### src/rtl/rta_pkg.sv
// ----------------------------------------------------------------------------
// Route table aging package
// Shared types, constants and codes for the route table with aging.
// ----------------------------------------------------------------------------
package rta_pkg;

    localparam int TABLE_ENTRIES = 16;
    localparam int IDX_W = (TABLE_ENTRIES > 1) ? $clog2(TABLE_ENTRIES) : 1;
    localparam int CNT_W = $clog2(TABLE_ENTRIES + 1);

    localparam logic [31:0] AGE_LIMIT_RST = 32'd60;

    localparam logic [1:0] FUNC_INSERT = 2'd0;
    localparam logic [1:0] FUNC_SEARCH_IP = 2'd1;
    localparam logic [1:0] FUNC_SEARCH_EXACT = 2'd2;
    localparam logic [1:0] FUNC_RESERVED = 2'd3;

    localparam logic [2:0] ST_HIT = 3'd0;
    localparam logic [2:0] ST_MISS = 3'd1;
    localparam logic [2:0] ST_NEW = 3'd2;
    localparam logic [2:0] ST_UPDATED = 3'd3;
    localparam logic [2:0] ST_FULL = 3'd4;

    localparam logic [0:0] REG_AGE_LIMIT = 1'b0;

    typedef struct packed {
        logic [1:0]  func;
        logic [31:0] dest_addr;
        logic [47:0] next_hop_mac;
        logic [31:0] brd_id;
        logic [7:0]  iface_index;
        logic [7:0]  hop_cnt;
        logic [31:0] now_seconds;
    } rta_in_t;

    typedef struct packed {
        logic [2:0]  status;
        logic [47:0] out_mac;
        logic [7:0]  out_iface;
        logic [7:0]  out_hops;
        logic [31:0] out_brd_id;
    } rta_out_t;

    // One table entry as it travels around the ring of cells.
    typedef struct packed {
        logic        valid;
        logic [31:0] ip;
        logic [31:0] bcast;
        logic [47:0] mac;
        logic [7:0]  iface;
        logic [7:0]  hops;
        logic [31:0] stamp;
    } rta_entry_t;

    // Command from the sequencer to the ring; shift goes to every cell.
    typedef struct packed {
        logic shift;  // rotate the ring by one place
        logic purge;  // drop the entry leaving the head if it has aged out
        logic write;  // replace the entry leaving the head with wr_entry
    } rta_ctrl_t;

endpackage

### src/rtl/rta_cell.sv
// ----------------------------------------------------------------------------
// Route table cell
// Holds one table entry and passes it to its neighbor on every shift.
// ----------------------------------------------------------------------------
module rta_cell
    import rta_pkg::*;
(
    input  logic       aclk,
    input  logic       aresetn,
    input  logic       shift,
    input  rta_entry_t d_in,
    output rta_entry_t q_out
);

    rta_entry_t entry_reg;

    // Only the valid bit is reset; the payload means nothing while it is low.
    always_ff @(posedge aclk) begin
        if (!aresetn) begin
            entry_reg.valid <= 1'b0;
        end else if (shift) begin
            entry_reg <= d_in;
        end
    end

    assign q_out = entry_reg;

endmodule

### src/rtl/rta_ring.sv
// ----------------------------------------------------------------------------
// Route table ring
// A rotating chain of cells. The head entry may be purged or rewritten as it
// wraps back to the tail, so one rotation visits every entry in index order.
// ----------------------------------------------------------------------------
module rta_ring
    import rta_pkg::*;
(
    input  logic       aclk,
    input  logic       aresetn,
    input  rta_ctrl_t  ctrl,
    input  rta_entry_t wr_entry,
    output rta_entry_t head
);

    rta_entry_t link [TABLE_ENTRIES+1];
    rta_entry_t back;

    assign head = link[0];

    always_comb begin
        back = link[0];
        if (ctrl.write) begin
            back = wr_entry;
        end else if (ctrl.purge) begin
            back.valid = 1'b0;
        end
    end

    assign link[TABLE_ENTRIES] = back;

    for (genvar g = 0; g < TABLE_ENTRIES; g++) begin : g_cell
        rta_cell u_cell (
            .aclk    (aclk),
            .aresetn (aresetn),
            .shift   (ctrl.shift),
            .d_in    (link[g+1]),
            .q_out   (link[g])
        );
    end

endmodule

### src/rtl/route_table_aging_core.sv
// ----------------------------------------------------------------------------
// Route table aging core
// Route table with aging, held in a rotating chain of entry cells.
// ----------------------------------------------------------------------------
// Channel   Direction  Ports
// s_        in         s_valid, s_ready, s_data (rta_in_t)
// m_        out        m_valid, m_ready, m_data (rta_out_t)
// APB       in/out     psel, penable, pwrite, paddr, pwdata, prdata, pready
//
// An insert takes three laps of the cell chain: one purges, one finds the
// match or the first free slot, one writes. A search hit takes a scan lap
// and a write lap that refreshes the stamp, a search miss the scan lap only,
// and an unused function code goes straight to the reply. Items are handled
// one at a time; s_ready rises the cycle after the result is taken. Reset
// clears all valid bits at once; no clearing pass.
// ----------------------------------------------------------------------------
module route_table_aging_core
    import rta_pkg::*;
(
    input  logic        aclk,
    input  logic        aresetn,
    input  logic        s_valid,
    output logic        s_ready,
    input  rta_in_t     s_data,
    output logic        m_valid,
    input  logic        m_ready,
    output rta_out_t    m_data,
    input  logic        psel,
    input  logic        penable,
    input  logic        pwrite,
    input  logic [2:0]  paddr,
    input  logic [31:0] pwdata,
    output logic [31:0] prdata,
    output logic        pready
);

    typedef enum logic [2:0] {
        IDLE,
        PURGE,
        SCAN,
        REPLY,
        HOLD
    } state_t;

    state_t          state_reg, state_next;
    logic [CNT_W-1:0] cnt_reg, cnt_next;
    rta_in_t         item_reg;
    logic [31:0]     timeout_reg;
    logic            found_reg, found_next;
    logic [IDX_W-1:0] hit_idx_reg, hit_idx_next;
    logic            free_reg, free_next;
    logic [IDX_W-1:0] free_idx_reg, free_idx_next;
    logic            m_valid_reg, m_valid_next;
    rta_out_t        out_reg, out_next;

    rta_ctrl_t  ctrl;
    rta_entry_t head, wr_entry;
    logic       match, aged;
    logic [IDX_W-1:0] pos;
    logic [31:0] age;

    assign pready = 1'b1;
    assign prdata = timeout_reg;
    assign s_ready = (state_reg == IDLE);
    assign m_valid = m_valid_reg;
    assign m_data = out_reg;

    always_ff @(posedge aclk) begin
        if (!aresetn) begin
            timeout_reg <= AGE_LIMIT_RST;
        end else if (psel && penable && pwrite && paddr[2] == REG_AGE_LIMIT) begin
            timeout_reg <= pwdata;
        end
    end

    rta_ring u_ring (
        .aclk     (aclk),
        .aresetn  (aresetn),
        .ctrl     (ctrl),
        .wr_entry (wr_entry),
        .head     (head)
    );

    assign pos = cnt_reg[IDX_W-1:0];
    assign age = item_reg.now_seconds - head.stamp;
    assign aged = head.valid && (age > timeout_reg);
    assign match = head.valid && head.ip == item_reg.dest_addr &&
                   (item_reg.func == FUNC_SEARCH_IP || head.bcast == item_reg.brd_id);

    always_comb begin
        state_next    = state_reg;
        cnt_next      = cnt_reg;
        found_next    = found_reg;
        hit_idx_next  = hit_idx_reg;
        free_next     = free_reg;
        free_idx_next = free_idx_reg;
        m_valid_next  = m_valid_reg;
        out_next      = out_reg;
        ctrl          = '0;
        wr_entry      = head;
        case (state_reg)
            IDLE: begin
                if (s_valid) begin
                    cnt_next   = '0;
                    found_next = 1'b0;
                    free_next  = 1'b0;
                    if (s_data.func == FUNC_INSERT) begin
                        state_next = PURGE;
                    end else if (s_data.func == FUNC_SEARCH_IP ||
                                 s_data.func == FUNC_SEARCH_EXACT) begin
                        state_next = SCAN;
                    end else begin
                        state_next = REPLY;
                    end
                end
            end
            PURGE: begin
                ctrl.shift = 1'b1;
                ctrl.purge = aged;
                cnt_next = cnt_reg + CNT_W'(1);
                if (cnt_reg == CNT_W'(TABLE_ENTRIES - 1)) begin
                    cnt_next   = '0;
                    state_next = SCAN;
                end
            end
            SCAN: begin
                // Record the lowest-index match and the lowest free slot, which only an
                // insert uses. The chosen entry is written on the following lap
                // in HOLD, once it is known whether any match exists.
                ctrl.shift = 1'b1;
                if (!found_reg && match) begin
                    found_next   = 1'b1;
                    hit_idx_next = pos;
                end
                if (!free_reg && !head.valid) begin
                    free_next     = 1'b1;
                    free_idx_next = pos;
                end
                cnt_next = cnt_reg + CNT_W'(1);
                if (cnt_reg == CNT_W'(TABLE_ENTRIES - 1)) begin
                    cnt_next   = '0;
                    state_next = (item_reg.func == FUNC_INSERT) ? HOLD : REPLY;
                    if (item_reg.func != FUNC_INSERT && !(found_next)) begin
                        state_next = REPLY;
                    end else if (item_reg.func != FUNC_INSERT) begin
                        state_next = HOLD;
                    end
                end
            end
            HOLD: begin
                // Write lap: rewrite the chosen entry as it leaves the head.
                ctrl.shift = 1'b1;
                if (found_reg && pos == hit_idx_reg) begin
                    ctrl.write     = 1'b1;
                    wr_entry.stamp = item_reg.now_seconds;
                    if (item_reg.func == FUNC_INSERT &&
                        item_reg.hop_cnt < head.hops) begin
                        wr_entry.mac   = item_reg.next_hop_mac;
                        wr_entry.iface = item_reg.iface_index;
                        wr_entry.hops  = item_reg.hop_cnt;
                    end
                    out_next.status     = (item_reg.func == FUNC_INSERT) ?
                                          ST_UPDATED : ST_HIT;
                    out_next.out_mac    = wr_entry.mac;
                    out_next.out_iface  = wr_entry.iface;
                    out_next.out_hops   = wr_entry.hops;
                    out_next.out_brd_id = wr_entry.bcast;
                end else if (!found_reg && free_reg && pos == free_idx_reg) begin
                    ctrl.write     = 1'b1;
                    wr_entry.valid = 1'b1;
                    wr_entry.ip    = item_reg.dest_addr;
                    wr_entry.bcast = item_reg.brd_id;
                    wr_entry.mac   = item_reg.next_hop_mac;
                    wr_entry.iface = item_reg.iface_index;
                    wr_entry.hops  = item_reg.hop_cnt;
                    wr_entry.stamp = item_reg.now_seconds;
                    out_next.status     = ST_NEW;
                    out_next.out_mac    = item_reg.next_hop_mac;
                    out_next.out_iface  = item_reg.iface_index;
                    out_next.out_hops   = item_reg.hop_cnt;
                    out_next.out_brd_id = item_reg.brd_id;
                end else if (!found_reg && !free_reg) begin
                    out_next = '0;
                    out_next.status = ST_FULL;
                end
                cnt_next = cnt_reg + CNT_W'(1);
                if (cnt_reg == CNT_W'(TABLE_ENTRIES - 1)) begin
                    cnt_next     = '0;
                    m_valid_next = 1'b1;
                    state_next   = REPLY;
                end
            end
            REPLY: begin
                if (!m_valid_reg) begin
                    // Miss path and an unused function code arrive here without a result yet.
                    out_next        = '0;
                    out_next.status = ST_MISS;
                    m_valid_next    = 1'b1;
                end else if (m_ready) begin
                    m_valid_next = 1'b0;
                    state_next   = IDLE;
                end
            end
            default: begin
                state_next = IDLE;
            end
        endcase
    end

    always_ff @(posedge aclk) begin
        if (!aresetn) begin
            state_reg   <= IDLE;
            m_valid_reg <= 1'b0;
        end else begin
            state_reg    <= state_next;
            m_valid_reg  <= m_valid_next;
            cnt_reg      <= cnt_next;
            found_reg    <= found_next;
            hit_idx_reg  <= hit_idx_next;
            free_reg     <= free_next;
            free_idx_reg <= free_idx_next;
            out_reg      <= out_next;
            if (state_reg == IDLE && s_valid) begin
                item_reg <= s_data;
            end
        end
    end

endmodule

### config.mk
export PLATFORM = sky130hd
export DESIGN_NAME = route_table_aging_core
export DESIGN_NICKNAME = d
export VERILOG_FILES = /design/src/rtl/rta_pkg.sv /design/src/rtl/rta_cell.sv /design/src/rtl/rta_ring.sv /design/src/rtl/route_table_aging_core.sv
export SDC_FILE = /design/constraint.sdc
export NUM_CORES = 2
export LEC_CHECK = 0
export BUFFER_PORTS_ARGS = -buffer_cell sky130_fd_sc_hd__buf_2
export CELL_PAD_IN_SITES_DETAIL_PLACEMENT = 0
export CELL_PAD_IN_SITES_GLOBAL_PLACEMENT = 1
export CORE_AREA = 2 2 441 443
export CTS_BUF_LIST = sky130_fd_sc_hd__clkbuf_16
export DETAILED_ROUTE_END_ITERATION = 10
export DIE_AREA = 0 0 443 445
export PLACE_DENSITY = 0.75
export SYNTH_ARGS = -nofsm -noshare
export SYNTH_HDL_FRONTEND = slang
export SYNTH_SLANG_ARGS = --single-unit
### constraint.sdc
create_clock -name aclk -period 128.3 [get_ports aclk]
set_input_delay 12.83 -clock aclk [delete_from_list [all_inputs] [get_ports aclk]]
set_output_delay 12.83 -clock aclk [all_outputs]
set_load 0.005 [all_outputs]
Yosys cells after proc, flatten, opt, wreduce, memory -nomap -nowiden
Cells that the tools add are included.
- register bits: 2888
- bits in latches: 0
- memory bits (writable): 0
- bits in read-only memories: 0
- bits of input ports: 204
- logic and storage cells: 241
- memories kept: 0
- $add $sub $neg: 2
- $mul: 0
- div/mod/pow operators: 0
- order comparisons: 2
- equality and inequality tests: 21
- shift-type cells: 0
- mux-type cells: 44
- bitwise logic cells: 1
- reductions and logical operators: 39
- operators by type and width (operator ; number):
    99-bit two-way mux ; 4
    161-bit two-way mux ; 2
    99-bit one-hot mux with 2 select lines ; 1
    160-bit two-way mux ; 1
    96-bit two-way mux ; 1
    65-bit two-way mux ; 1
    32-bit equality test ; 2
    64-bit two-way mux ; 1
    32-bit greater-than comparator ; 1
    32-bit subtractor ; 1
    3-bit two-way mux ; 9
    2-bit != test, second input constant ; 8
    1-bit logical AND ; 15
    1-bit two-way mux ; 15
    3-bit one-hot mux with 5 select lines ; 1
    3-bit AND reduction ; 4
    5-bit two-way mux ; 2
    5-bit one-hot mux with 2 select lines ; 1
    4-bit equality test ; 2
    8-bit < comparator ; 1
    4-bit AND reduction ; 2
    2-bit nonzero test ; 4
    3-bit by 2-bit equality test with 1-bit output, second input constant ; 2
    1-bit one-hot mux with 2 select lines ; 3
    16 further kinds ; 25

Longest topological paths before layout
- word-level depth: 11
- depth in mapped cells: 23
- gate-level depth less buffers: 23

By module
Synthesis repeated with hierarchy kept, for this count alone.
- cells, all modules: 4173
- area, all modules: 96149.7 µm²
- modules (own cells, without submodules) (module ; times used ; cells an instance ; area each (µm²) ; seq. area each (µm²)):
    rta_cell ; 16 ; 164 ; 4848.4 ; 4824.6
    route_table_aging_core ; 1 ; 1368 ; 16309.4 ; 9008.6
    rta_ring ; 1 ; 181 ; 2265.9 ; 0.0

Worst setup path before layout
OpenSTA, ideal clock, no wires.
- path kind: in2reg
- from: in aresetn
- to: reg u_ring.g_cell[0].u_cell.entry_reg (netlist bit u_ring.g_cell[0].u_cell.q_out[0]) (enable)
- library setup time: 5587 ps
- arrival time: 119246 ps
- required time: 122713 ps
- path slack: 3467 ps
- stages: 4
- path buffers: 2
- cell sequence: clkbuf_1 inv_2 clkbuf_1 nor2_1
- word-level cells in the longest chain between the ends: 1
- ends and longest elaborated chain (element ; line ; text):
    start, declared ; route_table_aging_core.sv:21 ; input logic aresetn,
    2-bit AND reduction (no source line) ; -- ;
    end signal, assigned ; rta_cell.sv:22 ; entry_reg <= d_in;
    end, declared ; rta_cell.sv:15 ; rta_entry_t entry_reg;
Every way passes these cells.
A chain may end at the register's enable or synchronous reset.

Final worst setup path
- from: in aresetn
- to: reg u_ring.g_cell[2].u_cell.entry_reg (netlist bit u_ring.g_cell[2].u_cell.q_out[75]) (enable)
- word-level cells in the longest chain between the ends: 1
- ends and longest elaborated chain (element ; line):
    2-bit AND reduction (no source line) ; --
    end signal, assigned ; rta_cell.sv:22
    end, declared ; rta_cell.sv:15
Every way passes these cells.

==> flow_summary.ini <==
[yosys]
synth.largest_area_cell = edfxtp_1
ys_warn_count = 0
syn-cell-area_um2 = 93700
synth.top_cell.area_share = 0.909
yosysUniqueCellTypes = 68
synth_area_leaders = edfxtp_1, mux2_1, dfxtp_1
yosysSeqAreaShare = 0.920
synth.ff_latch_count = 2888
synth_edf_count = 2836
async_flop_share = 0
synth_top_flop_cell = edfxtp_1
syn_area_per_cell_um2 = 23.9
synth_nets = 4202
syn_inst = 3924

[pwr]
ir_drop_mv = 0.0137
power_leakage_nw = 35.9
total_power_mw = 2.18
p_per_area_nw_per_um2 = 20.2

[route]
routedWlPerCell_um = 20.5
dr.pass1.iters = 5
final_antenna_net_count = 0
wl_met1_mm = 69.1
drtIter0Drc = 3603
dr_wl_met3_mm = 7.89
drt_wl_total_mm = 149
highest_layer = met5
via_per_inst = 5.05
drc = 0
route.met2.wl_mm = 66.8
vias = 36700

[final_layout]
final_nets = 4814
fin_cells = 7266
n_fill_cell = 13800
synthToLayoutAreaGrowth_pct = 15.2
largest_reg_flops = 2576
drive_gt1_frac = 0.177

[sta]
report.final.slew_viol_count = 0
worst_slew_pin_slew_ns = 1.22
relSlewSlack = 0.187
fmax_ghz = 0.0530
worst_slack_ns = 109.42
finalSetupViolCount = 0
clock_skew_ns = 0.0595
period_minus_slack_ns = 18.88
tns_ns = 0
rsz0062_at_grt = no
finalCritPeriodShare = 0.147
hold_viol = 0

[floorplanning]
io-pin-count = 338
fp.dieW_um = 443
die_y_um = 445
num_rows = 161
fp.dieArea_um2 = 197000
start_util = 0.488
core_region_area_um2 = 192000

[clock_tree]
cts_resized = 0
cts_buffer_depth = 4
htreeDepth = 5
hold_buffers = 0
cts_setup_buffers = 0
numCtsBuffers = 300
clk_pin_slew_worst_paths_ns = 0.06
cts_tree = built
cts.sinks = 2888
clk-insertion-delay-late_ns = 0.91
cts-root-buf = clkbuf_16

[global_route]
antenna_found_initial = 22
grt_pass1_wl_mm = 217
grt_max_degree = 216
grt_usage = 0.147
grt_overflow_total = 0
grt_pass1_vias = 35900

[worst_hold_path]
min_path_cells = 0
hold_class = reg2reg

[place]
dp_hpwl_mm = 84.1
pre_cts_ws_ns = 108.32
portBuffers = 334
dp_cells = 6760
place.gp.congestion = 0.822

[worst_setup_path]
critPathRequiredTime_ns = 128.80
cp_max_fo = 210
crit_path_start_kind = input port
worstRegToRegCells = 10
path_class = in2reg
cp-end-kind = flop
worstPathArrival_ns = 19.38

[status]
status = complete, no violations

[run]
cap_violations = 0
## layout by cell type, fill, tap and decap left out, types with 6 or more instances in the layout
master	count
clkinvlp_4	10
a21oi_1	71
buf_2	334
clkinv_2	38
diode_2	9
a22oi_1	32
clkinv_1	56
nor2_1	77
mux2_1	109
o211ai_1	6
nand2_1	91
mux2i_1	15
inv_6	9
xor2_1	29
a21o_1	21
nor4_1	8
nor3_1	12
xnor2_1	71
inv_1	138
o21a_1	10
nand2b_1	8
a22o_1	65
o21ai_0	16
ha_1	73
buf_4	33
nand3_1	13
clkbuf_16	306
dfxtp_1	52
edfxtp_1	2836
nand4_1	20
bufinv_16	28
mux2_2	49
nor2b_1	7
## cell type report
class / count / area, µm² / share of cell area
well taps: 2526 / 3160 / 0.0293
clock buffers: 306 / 7660 / 0.0709
diodes: 9 / 22.5 / 0.000209
clock inverters: 191 / 1610 / 0.0149
flip-flops and latches: 2888 / 86200 / 0.798
repair buffers: 372 / 2020 / 0.0187
inverters: 93 / 349 / 0.00323
multi-input cells: 881 / 6960 / 0.0644
## cells by family (layout without fill, tap and decap cells)
| group | count (synthesis) | in the layout | synth area share |
|---|---|---|---|
| other cells | 1 | 10 | 0.0000400 |
| buf+inv | 155 | 962 | 0.00633 |
| simple gates | 268 | 268 | 0.0134 |
| xor+xnor | 100 | 100 | 0.00935 |
| mux | 173 | 173 | 0.0206 |
| fa+ha+maj | 74 | 74 | 0.00996 |
| compound gates | 265 | 265 | 0.0202 |
| flops | 2888 | 2888 | 0.920 |
## cells in the mapped netlist, types with 8 or more instances
cell	number
a22oi_1	32
edfxtp_1	2836
mux2_1	109
nand2_1	93
nand2b_1	8
nor2_1	79
mux2i_1	15
o21a_1	10
a22o_1	65
nor4_1	9
nor3_1	12
inv_1	92
a21oi_1	72
clkbuf_1	52
nand4_1	20
mux2_2	49
a21o_1	21
ha_1	73
nand3_1	13
xor2_1	29
xnor2_1	71
o21ai_0	16
dfxtp_1	52
## layer usage
metal  GRT usage  vias up
li1            -    16800
met1       0.217    18700
met2       0.213      941
met3      0.0338      298
met4      0.0631        2
met5           0        -
## per-stage QoR
stage	area, µm²	utilization	hold WS [ns]
finish	108000	0.562	0.359
global route	108000	0.562	0.364
CTS	108000	0.562	0.356
detailed placement	98700	0.514	0.405
global placement	98700	0.514	0.400
floorplan	93700	-	0.400
## power breakdown
part	switching, mW	leakage [nW]	internal [mW]
Combinational	0.0917	4.66	0.0273
Sequential	0.0375	26.5	1.21
Clock	0.333	4.71	0.486
Total	0.462	35.9	1.72
## final timing paths
check                                              startpoint                                     endpoint  slack, ns
hold reg to reg   u_ring.g_cell[9].u_cell.q_out[16]$_DFFE_PP_  u_ring.g_cell[8].u_cell.q_out[16]$_DFFE_PP_       0.36
setup / recovery                                      aresetn  u_ring.g_cell[2].u_cell.q_out[75]$_DFFE_PP_     109.42
setup reg to reg                    state_reg[1]$_SDFFE_PN0P_  u_ring.g_cell[2].u_cell.q_out[75]$_DFFE_PP_     120.58
hold / removal    u_ring.g_cell[9].u_cell.q_out[16]$_DFFE_PP_  u_ring.g_cell[8].u_cell.q_out[16]$_DFFE_PP_       0.36
## critical path, stage by stage
cell	delay, ns
buf_2	0.31
inv_2	0.09
nor2_4	0.71
buf_12	0.66
buf_4	0.86
buf_4	0.81
buf_12	0.82
buf_4	0.95
buf_4	0.98
Power figures use the tool's default switching activity.
